==> src/design/cwf_pkg.sv <==
// cwf_pkg: shared types, constants and helpers for the case-insensitive word filter.
// No dependencies; used by every module of the block.
package cwf_pkg;

    localparam int MAX_WORD = 16;
    localparam int CHAR_W   = 8;
    localparam int CNT_W    = $clog2(MAX_WORD + 1);
    localparam int IDX_W    = $clog2(MAX_WORD);
    localparam int CFG_W    = 64;
    localparam int CFG_IDX_W = 2;
    localparam int PLEN_W   = 5;

    localparam logic [CHAR_W-1:0] SPACE_CHAR   = 8'd32;
    localparam logic [CHAR_W-1:0] NEWLINE_CHAR = 8'd10;
    localparam logic [CHAR_W-1:0] UPPER_A      = 8'd65;
    localparam logic [CHAR_W-1:0] UPPER_Z      = 8'd90;
    localparam logic [CHAR_W-1:0] CASE_OFFSET  = 8'd32;

    localparam logic [CFG_IDX_W-1:0] REG_PATTERN_LOW    = 2'd0;
    localparam logic [CFG_IDX_W-1:0] REG_PATTERN_HIGH   = 2'd1;
    localparam logic [CFG_IDX_W-1:0] REG_PATTERN_LENGTH = 2'd2;

    typedef enum logic [1:0] {
        ST_IDLE,
        ST_DRAIN,
        ST_TAIL,
        ST_EOL
    } state_t;

    // per-cell control: shift towards the head, or load the new character
    typedef struct packed {
        logic shift;
        logic load;
    } cell_ctl_t;

    function automatic logic [CHAR_W-1:0] fold(input logic [CHAR_W-1:0] c);
        logic [CHAR_W-1:0] r;
        r = c;
        if (c >= UPPER_A && c <= UPPER_Z) begin
            r = c + CASE_OFFSET;
        end
        return r;
    endfunction

endpackage

==> src/design/case_insensitive_word_filter_unit.sv <==
// Case-insensitive word filter: drops words equal to the pattern, keeps the rest.
// A streamed character or bare newline shows on m_ in the cycle after acceptance; a drained
// word goes through ST_DRAIN, then the output register. One request per cycle while idle
// and m_ is free; s_tready is low while a kept word and its tail or an overflowed buffer
// is sent, one character per cycle while m_ is free. Reset: aresetn, synchronous, active
// low; clears control state and pattern registers (length to 1), not the buffered characters.
module case_insensitive_word_filter_unit (
    input  logic                            aclk,
    input  logic                            aresetn,
    // input stream
    input  logic                            s_tvalid,
    output logic                            s_tready,
    input  logic [7:0]                      s_tdata,   // [7:0] in_char
    input  logic                            s_tlast,   // line_end
    // result stream
    output logic                            m_tvalid,
    input  logic                            m_tready,
    output logic [7:0]                      m_tdata,   // [7:0] out_char
    output logic                            m_tlast,   // out_last
    // configuration
    input  logic                            cfg_we,
    input  logic [cwf_pkg::CFG_IDX_W-1:0]   cfg_index,
    input  logic [cwf_pkg::CFG_W-1:0]       cfg_data
);

    // pattern registers
    logic [cwf_pkg::CFG_W-1:0]  pat_low_reg;
    logic [cwf_pkg::CFG_W-1:0]  pat_high_reg;
    logic [cwf_pkg::PLEN_W-1:0] pat_len_reg;

    // word tracking
    cwf_pkg::state_t            state_reg, state_next;
    logic [cwf_pkg::CNT_W-1:0]  word_count_reg, word_count_next;
    logic                       match_reg, match_next;
    logic                       pass_reg, pass_next;
    logic [cwf_pkg::CNT_W-1:0]  drain_cnt_reg, drain_cnt_next;
    logic [cwf_pkg::CHAR_W-1:0] tail_char_reg, tail_char_next;
    logic                       eol_reg, eol_next;

    // output register
    logic                       m_valid_reg, m_valid_next;
    logic [cwf_pkg::CHAR_W-1:0] m_data_reg, m_data_next;
    logic                       m_last_reg, m_last_next;

    // chain control
    logic                       chain_shift;
    logic                       chain_load;
    logic [cwf_pkg::CHAR_W-1:0] chain_head;

    logic                       out_free;
    logic                       accept;
    logic                       is_space;
    logic                       closing;
    logic                       word_full;
    logic                       word_keep;
    logic [cwf_pkg::IDX_W-1:0]  wr_idx;
    logic [cwf_pkg::CFG_W-1:0]  pat_word;
    logic [cwf_pkg::CHAR_W-1:0] pat_char;
    logic                       char_hit;

    // the output slot may be refilled when empty or being taken this cycle
    assign out_free  = !m_valid_reg || m_tready;
    assign s_tready  = (state_reg == cwf_pkg::ST_IDLE) && out_free;
    assign accept    = s_tvalid && s_tready;
    assign is_space  = (s_tdata == cwf_pkg::SPACE_CHAR);
    assign closing   = s_tlast || is_space;
    assign word_full = (word_count_reg == cwf_pkg::CNT_W'(cwf_pkg::MAX_WORD));
    // a non-empty word survives unless every character matched and lengths agree;
    // a pattern length beyond the buffer never equals the count
    assign word_keep = (word_count_reg != '0) &&
                       !(match_reg && (word_count_reg == cwf_pkg::CNT_W'(pat_len_reg)));

    // pattern character at the current write position
    assign wr_idx   = word_count_reg[cwf_pkg::IDX_W-1:0];
    assign pat_word = wr_idx[cwf_pkg::IDX_W-1] ? pat_high_reg : pat_low_reg;
    assign pat_char = pat_word[wr_idx[2:0]*cwf_pkg::CHAR_W +: cwf_pkg::CHAR_W];
    assign char_hit = (cwf_pkg::fold(s_tdata) == cwf_pkg::fold(pat_char)) &&
                      (word_count_reg < cwf_pkg::CNT_W'(pat_len_reg));

    cwf_chain u_chain (
        .aclk      (aclk),
        .shift     (chain_shift),
        .load_en   (chain_load),
        .load_idx  (wr_idx),
        .load_data (s_tdata),
        .head      (chain_head)
    );

    // next state
    always_comb begin
        state_next = state_reg;
        unique case (state_reg)
            cwf_pkg::ST_IDLE: begin
                if (accept) begin
                    if (closing) begin
                        if (pass_reg) begin
                            state_next = cwf_pkg::ST_TAIL;
                        end else if (word_keep) begin
                            state_next = cwf_pkg::ST_DRAIN;
                        end
                    end else if (!pass_reg && word_full) begin
                        state_next = cwf_pkg::ST_DRAIN;
                    end
                end
            end
            cwf_pkg::ST_DRAIN: begin
                if (out_free && drain_cnt_reg == cwf_pkg::CNT_W'(1)) begin
                    state_next = cwf_pkg::ST_TAIL;
                end
            end
            cwf_pkg::ST_TAIL: begin
                if (out_free) begin
                    state_next = eol_reg ? cwf_pkg::ST_EOL : cwf_pkg::ST_IDLE;
                end
            end
            cwf_pkg::ST_EOL: begin
                if (out_free) begin
                    state_next = cwf_pkg::ST_IDLE;
                end
            end
            default: state_next = cwf_pkg::ST_IDLE;
        endcase
    end

    // datapath and outputs
    always_comb begin
        word_count_next = word_count_reg;
        match_next      = match_reg;
        pass_next       = pass_reg;
        drain_cnt_next  = drain_cnt_reg;
        tail_char_next  = tail_char_reg;
        eol_next        = eol_reg;
        m_valid_next    = m_valid_reg && !m_tready;
        m_data_next     = m_data_reg;
        m_last_next     = m_last_reg;
        chain_shift     = 1'b0;
        chain_load      = 1'b0;

        unique case (state_reg)
            cwf_pkg::ST_IDLE: begin
                if (accept) begin
                    if (closing) begin
                        // word ends: clear tracking, schedule what is to be emitted
                        word_count_next = '0;
                        match_next      = 1'b1;
                        pass_next       = 1'b0;
                        tail_char_next  = cwf_pkg::SPACE_CHAR;
                        eol_next        = s_tlast;
                        drain_cnt_next  = word_count_reg;
                        if (!pass_reg && !word_keep && s_tlast) begin
                            m_valid_next = 1'b1;
                            m_data_next  = cwf_pkg::NEWLINE_CHAR;
                            m_last_next  = 1'b1;
                        end
                    end else if (pass_reg) begin
                        m_valid_next = 1'b1;
                        m_data_next  = s_tdata;
                        m_last_next  = 1'b0;
                    end else if (word_full) begin
                        // overlong word: flush buffer, this character follows it
                        drain_cnt_next = cwf_pkg::CNT_W'(cwf_pkg::MAX_WORD);
                        tail_char_next = s_tdata;
                        eol_next       = 1'b0;
                        pass_next      = 1'b1;
                        match_next     = 1'b0;
                    end else begin
                        chain_load      = 1'b1;
                        word_count_next = word_count_reg + 1'b1;
                        match_next      = match_reg && char_hit;
                    end
                end
            end
            cwf_pkg::ST_DRAIN: begin
                if (out_free) begin
                    m_valid_next   = 1'b1;
                    m_data_next    = chain_head;
                    m_last_next    = 1'b0;
                    chain_shift    = 1'b1;
                    drain_cnt_next = drain_cnt_reg - 1'b1;
                end
            end
            cwf_pkg::ST_TAIL: begin
                if (out_free) begin
                    m_valid_next = 1'b1;
                    m_data_next  = tail_char_reg;
                    m_last_next  = 1'b0;
                end
            end
            cwf_pkg::ST_EOL: begin
                if (out_free) begin
                    m_valid_next = 1'b1;
                    m_data_next  = cwf_pkg::NEWLINE_CHAR;
                    m_last_next  = 1'b1;
                end
            end
            default: ;
        endcase
    end

    always_ff @(posedge aclk) begin
        if (!aresetn) begin
            state_reg      <= cwf_pkg::ST_IDLE;
            word_count_reg <= '0;
            match_reg      <= 1'b1;
            pass_reg       <= 1'b0;
            drain_cnt_reg  <= '0;
            eol_reg        <= 1'b0;
            m_valid_reg    <= 1'b0;
            pat_low_reg    <= '0;
            pat_high_reg   <= '0;
            pat_len_reg    <= cwf_pkg::PLEN_W'(1);
        end else begin
            state_reg      <= state_next;
            word_count_reg <= word_count_next;
            match_reg      <= match_next;
            pass_reg       <= pass_next;
            drain_cnt_reg  <= drain_cnt_next;
            eol_reg        <= eol_next;
            m_valid_reg    <= m_valid_next;
            if (cfg_we) begin
                unique case (cfg_index)
                    cwf_pkg::REG_PATTERN_LOW:    pat_low_reg  <= cfg_data;
                    cwf_pkg::REG_PATTERN_HIGH:   pat_high_reg <= cfg_data;
                    cwf_pkg::REG_PATTERN_LENGTH: pat_len_reg  <= cfg_data[cwf_pkg::PLEN_W-1:0];
                    default: ;
                endcase
            end
        end
    end

    // payload registers, no reset needed
    always_ff @(posedge aclk) begin
        tail_char_reg <= tail_char_next;
        m_data_reg    <= m_data_next;
        m_last_reg    <= m_last_next;
    end

    assign m_tvalid = m_valid_reg;
    assign m_tdata  = m_data_reg;
    assign m_tlast  = m_last_reg;

`ifndef SYNTH
    // buffer count never runs past the chain length
    a_count_bound: assert property (@(posedge aclk) disable iff (!aresetn)
        word_count_reg <= cwf_pkg::CNT_W'(cwf_pkg::MAX_WORD))
        else $error("word count beyond buffer");

    // streaming mode only after a full buffer, and such a word never matches
    a_pass_full: assert property (@(posedge aclk) disable iff (!aresetn)
        pass_reg |-> (word_full && !match_reg))
        else $error("pass-through without full buffer");

    // draining always has characters left
    a_drain_cnt: assert property (@(posedge aclk) disable iff (!aresetn)
        (state_reg == cwf_pkg::ST_DRAIN) |-> (drain_cnt_reg != '0))
        else $error("drain with empty count");

    // last flag only on the newline
    a_last_nl: assert property (@(posedge aclk) disable iff (!aresetn)
        (m_valid_reg && m_last_reg) |-> (m_data_reg == cwf_pkg::NEWLINE_CHAR))
        else $error("last marker on non-newline");
`endif

endmodule

==> src/design/cwf_cell.sv <==
// cwf_cell: one character slot of the word buffer chain.
// Depends on cwf_pkg (cell_ctl_t, CHAR_W).
module cwf_cell (
    input  logic                        aclk,
    input  cwf_pkg::cell_ctl_t          ctl,
    input  logic [cwf_pkg::CHAR_W-1:0]  load_data,
    input  logic [cwf_pkg::CHAR_W-1:0]  right_data,
    output logic [cwf_pkg::CHAR_W-1:0]  data
);

    logic [cwf_pkg::CHAR_W-1:0] data_reg;
    logic [cwf_pkg::CHAR_W-1:0] data_next;

    always_comb begin
        data_next = data_reg;
        if (ctl.shift) begin
            data_next = right_data;
        end else if (ctl.load) begin
            data_next = load_data;
        end
    end

    always_ff @(posedge aclk) begin
        data_reg <= data_next;
    end

    assign data = data_reg;

endmodule

==> src/design/cwf_chain.sv <==
// cwf_chain: row of cwf_cell slots holding the current word; drains towards cell 0.
// Depends on cwf_pkg and cwf_cell.
module cwf_chain (
    input  logic                        aclk,
    input  logic                        shift,
    input  logic                        load_en,
    input  logic [cwf_pkg::IDX_W-1:0]   load_idx,
    input  logic [cwf_pkg::CHAR_W-1:0]  load_data,
    output logic [cwf_pkg::CHAR_W-1:0]  head
);

    logic [cwf_pkg::CHAR_W-1:0] cell_data [cwf_pkg::MAX_WORD];
    logic [cwf_pkg::CHAR_W-1:0] cell_right [cwf_pkg::MAX_WORD];
    cwf_pkg::cell_ctl_t         cell_ctl [cwf_pkg::MAX_WORD];

    for (genvar i = 0; i < cwf_pkg::MAX_WORD; i++) begin : g_cell
        assign cell_ctl[i].shift = shift;
        assign cell_ctl[i].load  = load_en && (load_idx == cwf_pkg::IDX_W'(i));
        if (i == cwf_pkg::MAX_WORD - 1) begin : g_last
            assign cell_right[i] = '0;
        end else begin : g_mid
            assign cell_right[i] = cell_data[i+1];
        end
        cwf_cell u_cell (
            .aclk       (aclk),
            .ctl        (cell_ctl[i]),
            .load_data  (load_data),
            .right_data (cell_right[i]),
            .data       (cell_data[i])
        );
    end

    assign head = cell_data[0];

endmodule
==> config.mk <==
export PLATFORM = sky130hd
export DESIGN_NAME = case_insensitive_word_filter_unit
export DESIGN_NICKNAME = d
export VERILOG_FILES = /design/src/design/cwf_pkg.sv /design/src/design/case_insensitive_word_filter_unit.sv /design/src/design/cwf_cell.sv /design/src/design/cwf_chain.sv
export SDC_FILE = /design/constraint.sdc
export NUM_CORES = 1
export LEC_CHECK = 0
export ABC_AREA = 1
export BUFFER_PORTS_ARGS = -buffer_cell sky130_fd_sc_hd__buf_2
export CORE_MARGIN = 3
export CORE_UTILIZATION = 40
export CTS_BUF_LIST = sky130_fd_sc_hd__clkbuf_16
export CTS_CLUSTER_DIAMETER = 150
export CTS_CLUSTER_SIZE = 24
export DETAILED_ROUTE_END_ITERATION = 8
export PLACE_DENSITY_LB_ADDON = 0.25
export SYNTH_ARGS = -nofsm -noshare
export SYNTH_HDL_FRONTEND = slang
export SYNTH_SLANG_ARGS = --single-unit
==> constraint.sdc <==
create_clock -name aclk -period 4.6 [get_ports aclk]
set_input_delay 0.46 -clock aclk [delete_from_list [all_inputs] [get_ports aclk]]
set_output_delay 0.46 -clock aclk [all_outputs]
set_load 0.01 [all_outputs]
==> impl_metrics.py <==
metrics = {
    "status": {
        "outcome": "finished, final reports clean",
    },
    "floorplan": {
        "coreArea_um2": 32000,
        "start_util_pct": 41.2,
        "ios": 91,
        "die_y_um": 187,
        "die_area_um2": 35100,
        "die_w_um": 187,
        "fp-row-count": 65,
    },
    "timing": {
        "clock_skew_ps": 23.6,
        "hold_violations": 0,
        "grt_setup_unrepaired": "no",
        "fmax_mhz": 307,
        "maxSlewHeadroom_pct": 21.0,
        "setup_violations": 0,
        "finalSetupTns_ps": 0,
        "whs_ps": 188,
        "max_slew.worst_pin.slew_ps": 1190,
        "drv_slew": 0,
        "period_share_pct": 70.8,
        "post-route-min-period_ps": 3260,
    },
    "power": {
        "vdd_drop_max_v": 0.000255,
        "p_per_area_nw_per_um2": 443,
        "p_leak_nw": 5.99,
        "total_power_mw": 6.37,
    },
    "final_layout": {
        "final_cell_area_um2": 14400,
        "final_cell_mix": "nand2_1, nor2_1, o21ai_0",
        "final.fill_count": 3160,
        "largest_register_ffs": 128,
        "final_common_cell": "nand2_1",
        "fin_nets": 1746,
        "syn_to_final_growth_pct": 9.36,
        "diodes": 0,
        "utilization_pct": 45.0,
        "drive_gt1_share_pct": 9.31,
    },
    "clock_tree": {
        "cts_setup_buffers": 0,
        "tritoncts": "done",
        "h-tree-depth": 1,
        "holdBufCountCts": 0,
        "clk_pin_slew_ps": 100,
        "cts_buffers": 16,
        "cts_root_buffer": "clkbuf_16",
        "worstSkewPairLatency_ps": 500,
        "cts.sinks": 294,
        "clk_path_buf_depth": 3,
        "post_cts_resized": 0,
    },
    "setup_path": {
        "rr_worst_depth": 12,
        "critical_path_required_ps": 4730,
        "r2r_slack_ps": 1340,
        "start_kind": "register",
        "r2r-end": "u_chain.g_cell[0].u_cell.data[7]",
        "arrival_ps": 3390,
        "r2r_start": "state_reg[1]",
        "crit_fanout": 14,
        "end_kind": "register",
        "worstSetupStartpoint": "state_reg[1]",
        "crit_path_end": "u_chain.g_cell[0].u_cell.data[7]",
        "worst-setup-path-type": "register to register",
    },
    "detailed_routing": {
        "first_pass_iters": 6,
        "routed-via-count": 10546,
        "route.detailed.drc": 0,
        "wl_per_cell_um": 15.6,
        "vias_per_cell": 5.05,
        "drtAntennaViolNets": 0,
        "drt_wl_total_mm": 32.6,
        "drtIter0Drc": 860,
    },
    "global_routing": {
        "grt_pass1_vias": 9868,
        "antenna_found_initial": 1,
        "grt_overflow_total": 0,
        "grt.total_usage_pct": 18.0,
        "grt_max_degree": 121,
        "grt_pass1_wl_mm": 52.4,
    },
    "synthesis": {
        "synth_seq_area_share_pct": 55.1,
        "synth_cell_types": 38,
        "synthCells": 1613,
        "syn_nets": 1710,
        "ys_seq_elements": 294,
        "synth.cell_area_um2": 13200,
        "syn_area_per_cell_um2": 8.16,
        "synth_warnings": 0,
    },
    "placement": {
        "place_hpwl_mm": 21.0,
        "dpl_cell_area_um2": 13900,
        "gp_congestion": 0.855,
        "port_buffers": 90,
    },
    "worst_hold_path": {
        "hold_path.class": "primary input to register",
        "hp-start": "cfg_data[54]",
        "hold_path_depth": 3,
    },
    "job": {
        "maxCapViolCount": 0,
    },
}
-- layer usage --
layer / vias to the layer above / part of all wire [%] / track usage, %
met3: 37 / 5.1 / 2.10
li1: 5320 / - / -
met2: 249 / 46 / 29.1
met4: 2 / 2.0 / 4.18
met1: 4938 / 47 / 26.1
met5: - / 0.058 / 0
-- Yosys cell counts (all sizes together) --
library cell / count / share of area (%)
a221oi: 6 / 0.40
nand3: 62 / 2.4
a211oi: 4 / 0.23
dfxtp: 157 / 24
xor2: 3 / 0.20
ha: 17 / 1.6
inv: 151 / 4.3
nand2: 424 / 12
xnor2: 1 / 0.067
nor3b: 2 / 0.11
o32ai: 2 / 0.13
o21ai: 185 / 7.0
o21a: 1 / 0.057
a21oi: 109 / 4.1
clkinv: 4 / 0.11
a2111oi: 1 / 0.067
nor2: 204 / 6.1
edfxtp: 137 / 31
o22ai: 2 / 0.095
o31ai: 12 / 0.68
nor3: 7 / 0.27
o211ai: 11 / 0.63
a22o: 1 / 0.067
a32oi: 2 / 0.13
clkbuf: 70 / 2.0
a31oi: 4 / 0.19
a22oi: 1 / 0.057
buf: 25 / 1.2
nand4: 8 / 0.38
-- critical path, cell delays in order (launching register included) --
cell and delay, ps:
dfxtp_1 350, inv_1 110, ha_1 500, inv_2 180, nor2_4 180, nand2_2 80
nor2_1 90, inv_1 70, a21oi_1 110, inv_1 80, nor2_2 110, inv_2 140
o21ai_0 890
-- power by group --
part           switching [mW]  internal, mW
clock network           0.872         0.683
registers              0.0972          3.23
logic                    1.05         0.433
-- worst min-delay path by stage --
stage / slack [ps] / to
3_3_place_gp: 440 / pat_high_reg[0]
2_1_floorplan: 420 / pat_high_reg[0]
6_report: 190 / pat_low_reg[54]
4_1_cts: 170 / pat_low_reg[11]
3_5_place_dp: 440 / pat_low_reg[27]
5_1_grt: 180 / pat_low_reg[48]
-- through the flow --
stage | worst slack [ps] | cells
2_1_floorplan | 1190 | 1613
3_3_place_gp | 1440 | 2066
5_1_grt | 1040 | 2090
4_1_cts | 1320 | 2090
6_report | 1340 | 2090
3_5_place_dp | 1370 | 2066
-- kinds of logic after synthesis --
family                     share of synthesized area (%)
AOI/OAI and AO/OA                                   13.9
xor gates and xnor gates                           0.266
adders and majority gates                           1.62
buffers and inverters                               7.65
DFF                                                 55.1
and+or+nand+nor                                     21.4
-- cell type report --
cell class	instances	area (um2)	area share [%]
multi-input combinational	1069	4920	34.2
tap	435	544	3.78
sequential	294	7260	50.4
clock inverter	7	42.5	0.296
clock buffer	17	425	2.96
timing repair buffer	113	626	4.35
inverter	155	582	4.04
No activity file was read; power rests on OpenSTA's default activity.
